## src/design/utf8v_pkg.sv

```systemverilog
// ----------------------------------------------------------------------------
// utf8v_pkg
// Shared types and constants for the UTF-8 stream validator.
// ----------------------------------------------------------------------------
package utf8v_pkg;

    localparam int unsigned BYTE_W  = 8;
    localparam int unsigned CODE_W  = 21;
    localparam int unsigned COUNT_W = 2;

    typedef enum logic [1:0] {
        VERDICT_PENDING = 2'd0,
        VERDICT_VALID   = 2'd1,
        VERDICT_INVALID = 2'd2
    } verdict_t;

    typedef logic [COUNT_W-1:0] count_t;
    typedef logic [CODE_W-1:0]  code_t;

    localparam logic [BYTE_W-1:0] ASCII_MAX   = 8'h7f;
    localparam logic [BYTE_W-1:0] LEAD2_MIN   = 8'hc2;
    localparam logic [BYTE_W-1:0] LEAD2_MAX   = 8'hdf;
    localparam logic [BYTE_W-1:0] LEAD3_MIN   = 8'he0;
    localparam logic [BYTE_W-1:0] LEAD3_MAX   = 8'hef;
    localparam logic [BYTE_W-1:0] LEAD4_MIN   = 8'hf0;
    localparam logic [BYTE_W-1:0] LEAD4_MAX   = 8'hf4;
    localparam logic [1:0]        CONT_TAG    = 2'b10;

    localparam code_t MIN_THREE_BYTE = 21'h000800;
    localparam code_t MIN_FOUR_BYTE  = 21'h010000;
    localparam code_t SURROGATE_LO   = 21'h00d800;
    localparam code_t SURROGATE_HI   = 21'h00dfff;
    localparam code_t CODE_MAX       = 21'h10ffff;

    localparam count_t LEN_TWO_CONT   = 2'd2;
    localparam count_t LEN_THREE_CONT = 2'd3;

endpackage

```

## src/design/utf8_stream_validator.sv

```systemverilog
// ----------------------------------------------------------------------------
// utf8_stream_validator
// Strict UTF-8 check of a byte string, one byte per request, verdict on the
// last byte.
//
//   channel | direction | tdata                    | tlast
//   s_axis  | in        | [7:0] text_byte          | end_of_text
//   m_axis  | out       | [1:0] verdict, [7:2] zero| string_done
//
// One byte per cycle while m_axis_tready is high; each byte passes the input register,
// then one pass of decode logic into the result register.
// Every byte gives one result; the verdict is pending except on the last byte.
// Synchronous active-low reset clears the pipeline valids and decode state.
// A stalled result holds both registers; s_axis_tready falls only when both
// stages are full and m_axis_tready is low.
// ----------------------------------------------------------------------------
module utf8_stream_validator
    import utf8v_pkg::*;
(
    input  logic                aclk,
    input  logic                aresetn,

    input  logic                s_axis_tvalid,
    output logic                s_axis_tready,
    input  logic [BYTE_W-1:0]   s_axis_tdata,   // [7:0] text_byte
    input  logic                s_axis_tlast,

    output logic                m_axis_tvalid,
    input  logic                m_axis_tready,
    output logic [BYTE_W-1:0]   m_axis_tdata,   // [1:0] verdict, [7:2] zero
    output logic                m_axis_tlast
);

    logic              in_valid_reg;
    logic [BYTE_W-1:0] in_byte_reg;
    logic              in_last_reg;

    logic              out_valid_reg;
    verdict_t          verdict_reg;
    verdict_t          verdict_next;
    logic              done_reg;

    count_t            pend_reg;
    count_t            pend_next;
    count_t            len_reg;
    count_t            len_next;
    code_t             acc_reg;
    code_t             acc_next;
    logic              err_reg;
    logic              err_next;

    logic              out_ready;
    logic              in_ready;
    logic              load;

    count_t            pend_step;
    count_t            len_step;
    code_t             acc_step;
    code_t             acc_shift;
    logic              err_step;
    logic              rejected;

    assign out_ready     = !out_valid_reg || m_axis_tready;
    assign in_ready      = !in_valid_reg || out_ready;
    assign load          = in_valid_reg && out_ready;
    assign s_axis_tready = in_ready;

    assign acc_shift = {acc_reg[CODE_W-7:0], in_byte_reg[5:0]};

    always_comb begin
        rejected = 1'b0;
        if (len_reg == LEN_TWO_CONT && acc_shift < MIN_THREE_BYTE) begin
            rejected = 1'b1;
        end
        if (len_reg == LEN_THREE_CONT && acc_shift < MIN_FOUR_BYTE) begin
            rejected = 1'b1;
        end
        if (acc_shift >= SURROGATE_LO && acc_shift <= SURROGATE_HI) begin
            rejected = 1'b1;
        end
        if (acc_shift > CODE_MAX) begin
            rejected = 1'b1;
        end
    end

    always_comb begin
        pend_step = pend_reg;
        len_step  = len_reg;
        acc_step  = acc_reg;
        err_step  = err_reg;
        if (!err_reg) begin
            if (pend_reg != '0) begin
                if (in_byte_reg[7:6] != CONT_TAG) begin
                    err_step = 1'b1;
                end else begin
                    acc_step  = acc_shift;
                    pend_step = pend_reg - count_t'(1);
                    if (pend_reg == count_t'(1)) begin
                        err_step = rejected;
                        acc_step = '0;
                        len_step = '0;
                    end
                end
            end else if (in_byte_reg == '0) begin
                err_step = 1'b1;
            end else if (in_byte_reg <= ASCII_MAX) begin
                err_step = 1'b0;
            end else if (in_byte_reg >= LEAD2_MIN && in_byte_reg <= LEAD2_MAX) begin
                acc_step  = code_t'(in_byte_reg[4:0]);
                len_step  = count_t'(1);
                pend_step = count_t'(1);
            end else if (in_byte_reg >= LEAD3_MIN && in_byte_reg <= LEAD3_MAX) begin
                acc_step  = code_t'(in_byte_reg[3:0]);
                len_step  = count_t'(2);
                pend_step = count_t'(2);
            end else if (in_byte_reg >= LEAD4_MIN && in_byte_reg <= LEAD4_MAX) begin
                acc_step  = code_t'(in_byte_reg[2:0]);
                len_step  = count_t'(3);
                pend_step = count_t'(3);
            end else begin
                err_step = 1'b1;
            end
        end
    end

    always_comb begin
        pend_next    = pend_step;
        len_next     = len_step;
        acc_next     = acc_step;
        err_next     = err_step;
        verdict_next = VERDICT_PENDING;
        if (err_step) begin
            pend_next = '0;
            len_next  = '0;
            acc_next  = '0;
        end
        if (in_last_reg) begin
            verdict_next = (err_step || pend_step != '0) ? VERDICT_INVALID : VERDICT_VALID;
            pend_next    = '0;
            len_next     = '0;
            acc_next     = '0;
            err_next     = 1'b0;
        end
    end

    always_ff @(posedge aclk) begin
        if (!aresetn) begin
            in_valid_reg  <= 1'b0;
            out_valid_reg <= 1'b0;
            pend_reg      <= '0;
            len_reg       <= '0;
            acc_reg       <= '0;
            err_reg       <= 1'b0;
        end else begin
            if (in_ready) begin
                in_valid_reg <= s_axis_tvalid;
            end
            if (out_ready) begin
                out_valid_reg <= in_valid_reg;
            end
            if (load) begin
                pend_reg <= pend_next;
                len_reg  <= len_next;
                acc_reg  <= acc_next;
                err_reg  <= err_next;
            end
        end
    end

    always_ff @(posedge aclk) begin
        if (in_ready && s_axis_tvalid) begin
            in_byte_reg <= s_axis_tdata;
            in_last_reg <= s_axis_tlast;
        end
        if (load) begin
            verdict_reg <= verdict_next;
            done_reg    <= in_last_reg;
        end
    end

    assign m_axis_tvalid = out_valid_reg;
    assign m_axis_tdata  = {{(BYTE_W-2){1'b0}}, verdict_reg};
    assign m_axis_tlast  = done_reg;

`ifndef SYNTHESIS
    a_done_has_verdict: assert property (@(posedge aclk) disable iff (!aresetn)
        m_axis_tvalid |-> (m_axis_tlast == (verdict_reg != VERDICT_PENDING)))
        else $error("verdict and string_done disagree");

    a_idle_seq_clear: assert property (@(posedge aclk) disable iff (!aresetn)
        (pend_reg == '0) |-> (len_reg == '0 && acc_reg == '0))
        else $error("sequence state left over with nothing pending");

    a_end_clears: assert property (@(posedge aclk) disable iff (!aresetn)
        (load && in_last_reg) |=> (pend_reg == '0 && err_reg == 1'b0))
        else $error("state not cleared after last byte");
`endif

endmodule
```

## config.mk

```make
export PLATFORM = sky130hd
export DESIGN_NAME = utf8_stream_validator
export DESIGN_NICKNAME = d
export VERILOG_FILES = /design/src/design/utf8v_pkg.sv /design/src/design/utf8_stream_validator.sv
export SDC_FILE = /design/constraint.sdc
export NUM_CORES = 1
export LEC_CHECK = 0
export BUFFER_PORTS_ARGS = -buffer_cell sky130_fd_sc_hd__buf_2
export CAP_MARGIN = 15
export CORE_MARGIN = 4
export CORE_UTILIZATION = 46
export CTS_BUF_LIST = sky130_fd_sc_hd__clkbuf_4 sky130_fd_sc_hd__clkbuf_8
export CTS_CLUSTER_SIZE = 20
export DETAILED_ROUTE_END_ITERATION = 10
export GPL_ROUTABILITY_DRIVEN = 0
export PLACE_DENSITY = 0.75
export SYNTH_ARGS = -nofsm -noshare
export SYNTH_HDL_FRONTEND = slang
export SYNTH_SLANG_ARGS = --single-unit
export TNS_END_PERCENT = 1
```

## constraint.sdc

```tcl
create_clock -name aclk -period 2.5 [get_ports aclk]
set_clock_uncertainty 0.2 [all_clocks]
set_input_delay 0.125 -clock aclk [delete_from_list [all_inputs] [get_ports aclk]]
set_output_delay 0.125 -clock aclk [all_outputs]
set_load 0.02 [all_outputs]
```

==> reports/results.ini <==
[clock_tree]
worst_setup_hold_path_clk_slew_ns = 0.06
cts_num_sinks = 34
h_tree_lvls = 2
tritoncts = yes
cts_inserted_buffers = 5
post-cts-setup-buffer-count = 0
worst_skew_pair.late_latency_ns = 0.28
clock_tree.root_cell = sky130_fd_sc_hd__clkbuf_8
cts-root-to-sink-buffers = 2

[logic_synthesis]
yosys_warnings = 0
avgSynthCellArea_um2 = 9.66
synth_top_cells_by_area = sky130_fd_sc_hd__dfxtp_1, sky130_fd_sc_hd__edfxtp_1, sky130_fd_sc_hd__nand3_1
synthDistinctLibCells = 54
post_synth_inst_count = 182
synth_largest_type_area_fraction = 0.251
synth.largest_area_cell = sky130_fd_sc_hd__dfxtp_1
mappedNetlistArea_mm2 = 0.00176
postSynthRegisterBits = 34
seq_area_frac_synth = 0.456
ys_async_sr_fraction = 0
synth_ff_type = sky130_fd_sc_hd__dfxtp_1
number_of_flops_mapped_to_enable_cells_by_yosys = 12

[sta]
finalHoldViolCount = 0
max_slew_margin = 0.595
timing.setup.tns_ns = 0
period_minus_slack_ns = 2.24
timing.final.max_slew_violations = 0
achievable-frequency_ghz = 0.447
final_min_period_over_clock_period = 0.895
tightestPinTransition_ns = 0.603
timing.final.setup_violations = 0
grt_setup_unrepaired = no

[drt]
remaining_drc_errors = 0
drt-initial-drc-count = 86
drt-wirelength-per-cell_um = 13.5
vias_per_cell = 5.46
drt_first_pass_iters = 4
overall_routed_net_length_um = 3480
antenna_violating_nets_post_route = 0
route.vias.total = 1402

[final_layout]
final_area_mm2 = 0.00206
num-nets-final = 223
largest_register_ffs = 15
fraction_of_final_layout_cells_with_drive_strength_greater_than_1 = 0.230
area.growth.synth_to_final_pct = 17.1
layout.filler_cells = 331
most_frequent_cells_in_the_layout = sky130_fd_sc_hd__nand3_1, sky130_fd_sc_hd__dfxtp_1, sky130_fd_sc_hd__buf_2
number_of_antenna_cells_inserted = 0
finalNonFillerCells = 257

[power_and_ir_drop]
pwr-share-comb = 0.102
ir_worst_vdd_uv = 365
p_seq_frac = 0.526
total_leakage_power_nw = 0.729
p_int_uw = 887
power.density_cell_area_mw_per_mm2 = 563
power.share.clock = 0.372
switching_share = 0.234
net_sw_power_uw = 271

[global_route]
global_route.usage.total = 0.155
first_global_vias = 1284
gr-total-overflow = 0
use_met3 = 0.0435
grtUsageMet2 = 0.231
grt_max_degree = 27
grt_pass1_wl_um = 6090
met1_usage = 0.210
antenna_violations_before_repair = 0
global_route.peak_usage_layer = met2

[critical_path]
critPathLaunchType = flip-flop
regToRegSetupSlack_ns = 0.26
critical_path_peak_fanout = 11
critical_path_end_type = flip-flop
cp-endpoint = acc_reg[4]
timing.critical_path.slowest_cell_delay_ns = 0.51
crit_path_top_delay_cell = sky130_fd_sc_hd__edfxtp_1
crit_path_start = in_byte_reg[4]
cp.arrival_ns = 2.24
timing.rr.start = in_byte_reg[4]
worst-r2r-cell-count = 5
worst-setup-path-type = flip-flop to flip-flop
crit_chain = nor4_4 -> and3b_4 -> o41a_2 -> nand4_1 -> o31ai_1
worstPathRequired_ns = 2.50
r2r_end = acc_reg[4]

[min_path]
hold_class = input port to flip-flop

[place]
io_buffer_count = 17
detailed_place_hpwl_um = 2420
place_inst = 238
detailed_place.area_mm2 = 0.00184

[floorplan]
core-area_mm2 = 0.00369
rows = 22
die_h_um = 69.8
initial_core_util = 0.477
ioPinCount = 24
die_area_mm2 = 0.00487
die-width_um = 69.8

[run_status]
outcome = finished, final reports clean

[run]
timing.max_cap.violations = 0

==> critical path, delay by kind of cell (launching register included) <==
kind / cells / cell delay, ns
DFF: 1 / 0.51
and+or+nand+nor: 3 / 0.94
AOI/OAI and AO/OA: 2 / 0.51
==> power by group through the flow <==
| stage | Combinational [mW] | Clock, mW | Sequential [mW] |
|---|---|---|---|
| 3_3_place_gp | 0.102 | 0 | 0.621 |
| 6_report | 0.118 | 0.431 | 0.609 |
| 3_5_place_dp | 0.102 | 0 | 0.621 |
| 5_1_grt | 0.131 | 0.471 | 0.611 |
| 2_1_floorplan | 0.0865 | 0 | 0.617 |
| 4_1_cts | 0.116 | 0.441 | 0.609 |
==> worst min path at each step <==
stage | cells past startpoint | slack, ns | from | to
floorplan | 0 | 0.02 | s_axis_tdata[0] | in_byte_reg[0]
global placement | 1 | 0.10 | s_axis_tdata[4] | in_byte_reg[4]
detailed placement | 1 | 0.10 | s_axis_tdata[1] | in_byte_reg[1]
CTS | 2 | 0.08 | aresetn | m_axis_tvalid
global route | 2 | 0.11 | aresetn | m_axis_tvalid
finish | 2 | 0.08 | aresetn | m_axis_tvalid
==> cell usage after synthesis (4+ instances only) <==
cell / instances
sky130_fd_sc_hd__a21boi_2: 5
sky130_fd_sc_hd__o31ai_1: 4
sky130_fd_sc_hd__nand2_1: 12
sky130_fd_sc_hd__dfxtp_1: 22
sky130_fd_sc_hd__a21boi_1: 5
sky130_fd_sc_hd__a21oi_1: 6
sky130_fd_sc_hd__nor2_1: 6
sky130_fd_sc_hd__nand2_2: 5
sky130_fd_sc_hd__o21ai_0: 8
sky130_fd_sc_hd__nand3_1: 22
sky130_fd_sc_hd__buf_4: 7
sky130_fd_sc_hd__nor3_1: 4
sky130_fd_sc_hd__edfxtp_1: 12
sky130_fd_sc_hd__inv_1: 7
sky130_fd_sc_hd__buf_2: 5
==> cell families after synthesis <==
| group | after synthesis | synth area share |
|---|---|---|
| and+or+nand+nor | 71 | 0.231 |
| AOI/OAI and AO/OA | 49 | 0.218 |
| DFF | 34 | 0.456 |
| buffers and inverters | 24 | 0.0747 |
| adders and majority gates | 2 | 0.0142 |
| xor gates and xnor gates | 1 | 0.00498 |
| other | 1 | 0.00213 |
==> per-stage QoR <==
stage / hold slack (ns) / setup WS, ns / util / power, mW
final: 0.0773 / 0.261 / 0.558 / 1.16
after global routing: 0.114 / 0.0500 / 0.558 / 1.21
after CTS: 0.0769 / 0.0667 / 0.554 / 1.16
after detailed placement: 0.103 / 0.0853 / 0.498 / 0.723
after global placement: 0.101 / 0.163 / 0.498 / 0.722
after floorplan: 0.0239 / 0.513 / - / 0.703
==> cell type report <==
type,instances,area (µm²),share of cell area
Inverter,8,30.0,0.0146
Tap cell,48,60.1,0.0292
Sequential cell,34,801,0.389
Multi-Input combinational cell,129,860,0.418
Clock buffer,8,97.6,0.0474
Timing Repair Buffer,30,210,0.102
==> timing repair <==
item | in CTS | in global routing
endpoints found under the hold margin | 11 | 0
resized for setup | 0 | 3
hold buffers | 11 | 0
endpoints found under the setup margin | 0 | 13
==> metal layers <==
metal,vias to the layer above,routed length [µm]
met3,10,232
met2,39,1610
met1,647,1570
li1,706,-
met5,-,0
met4,0,68
(Power assumes the default switching activity.)
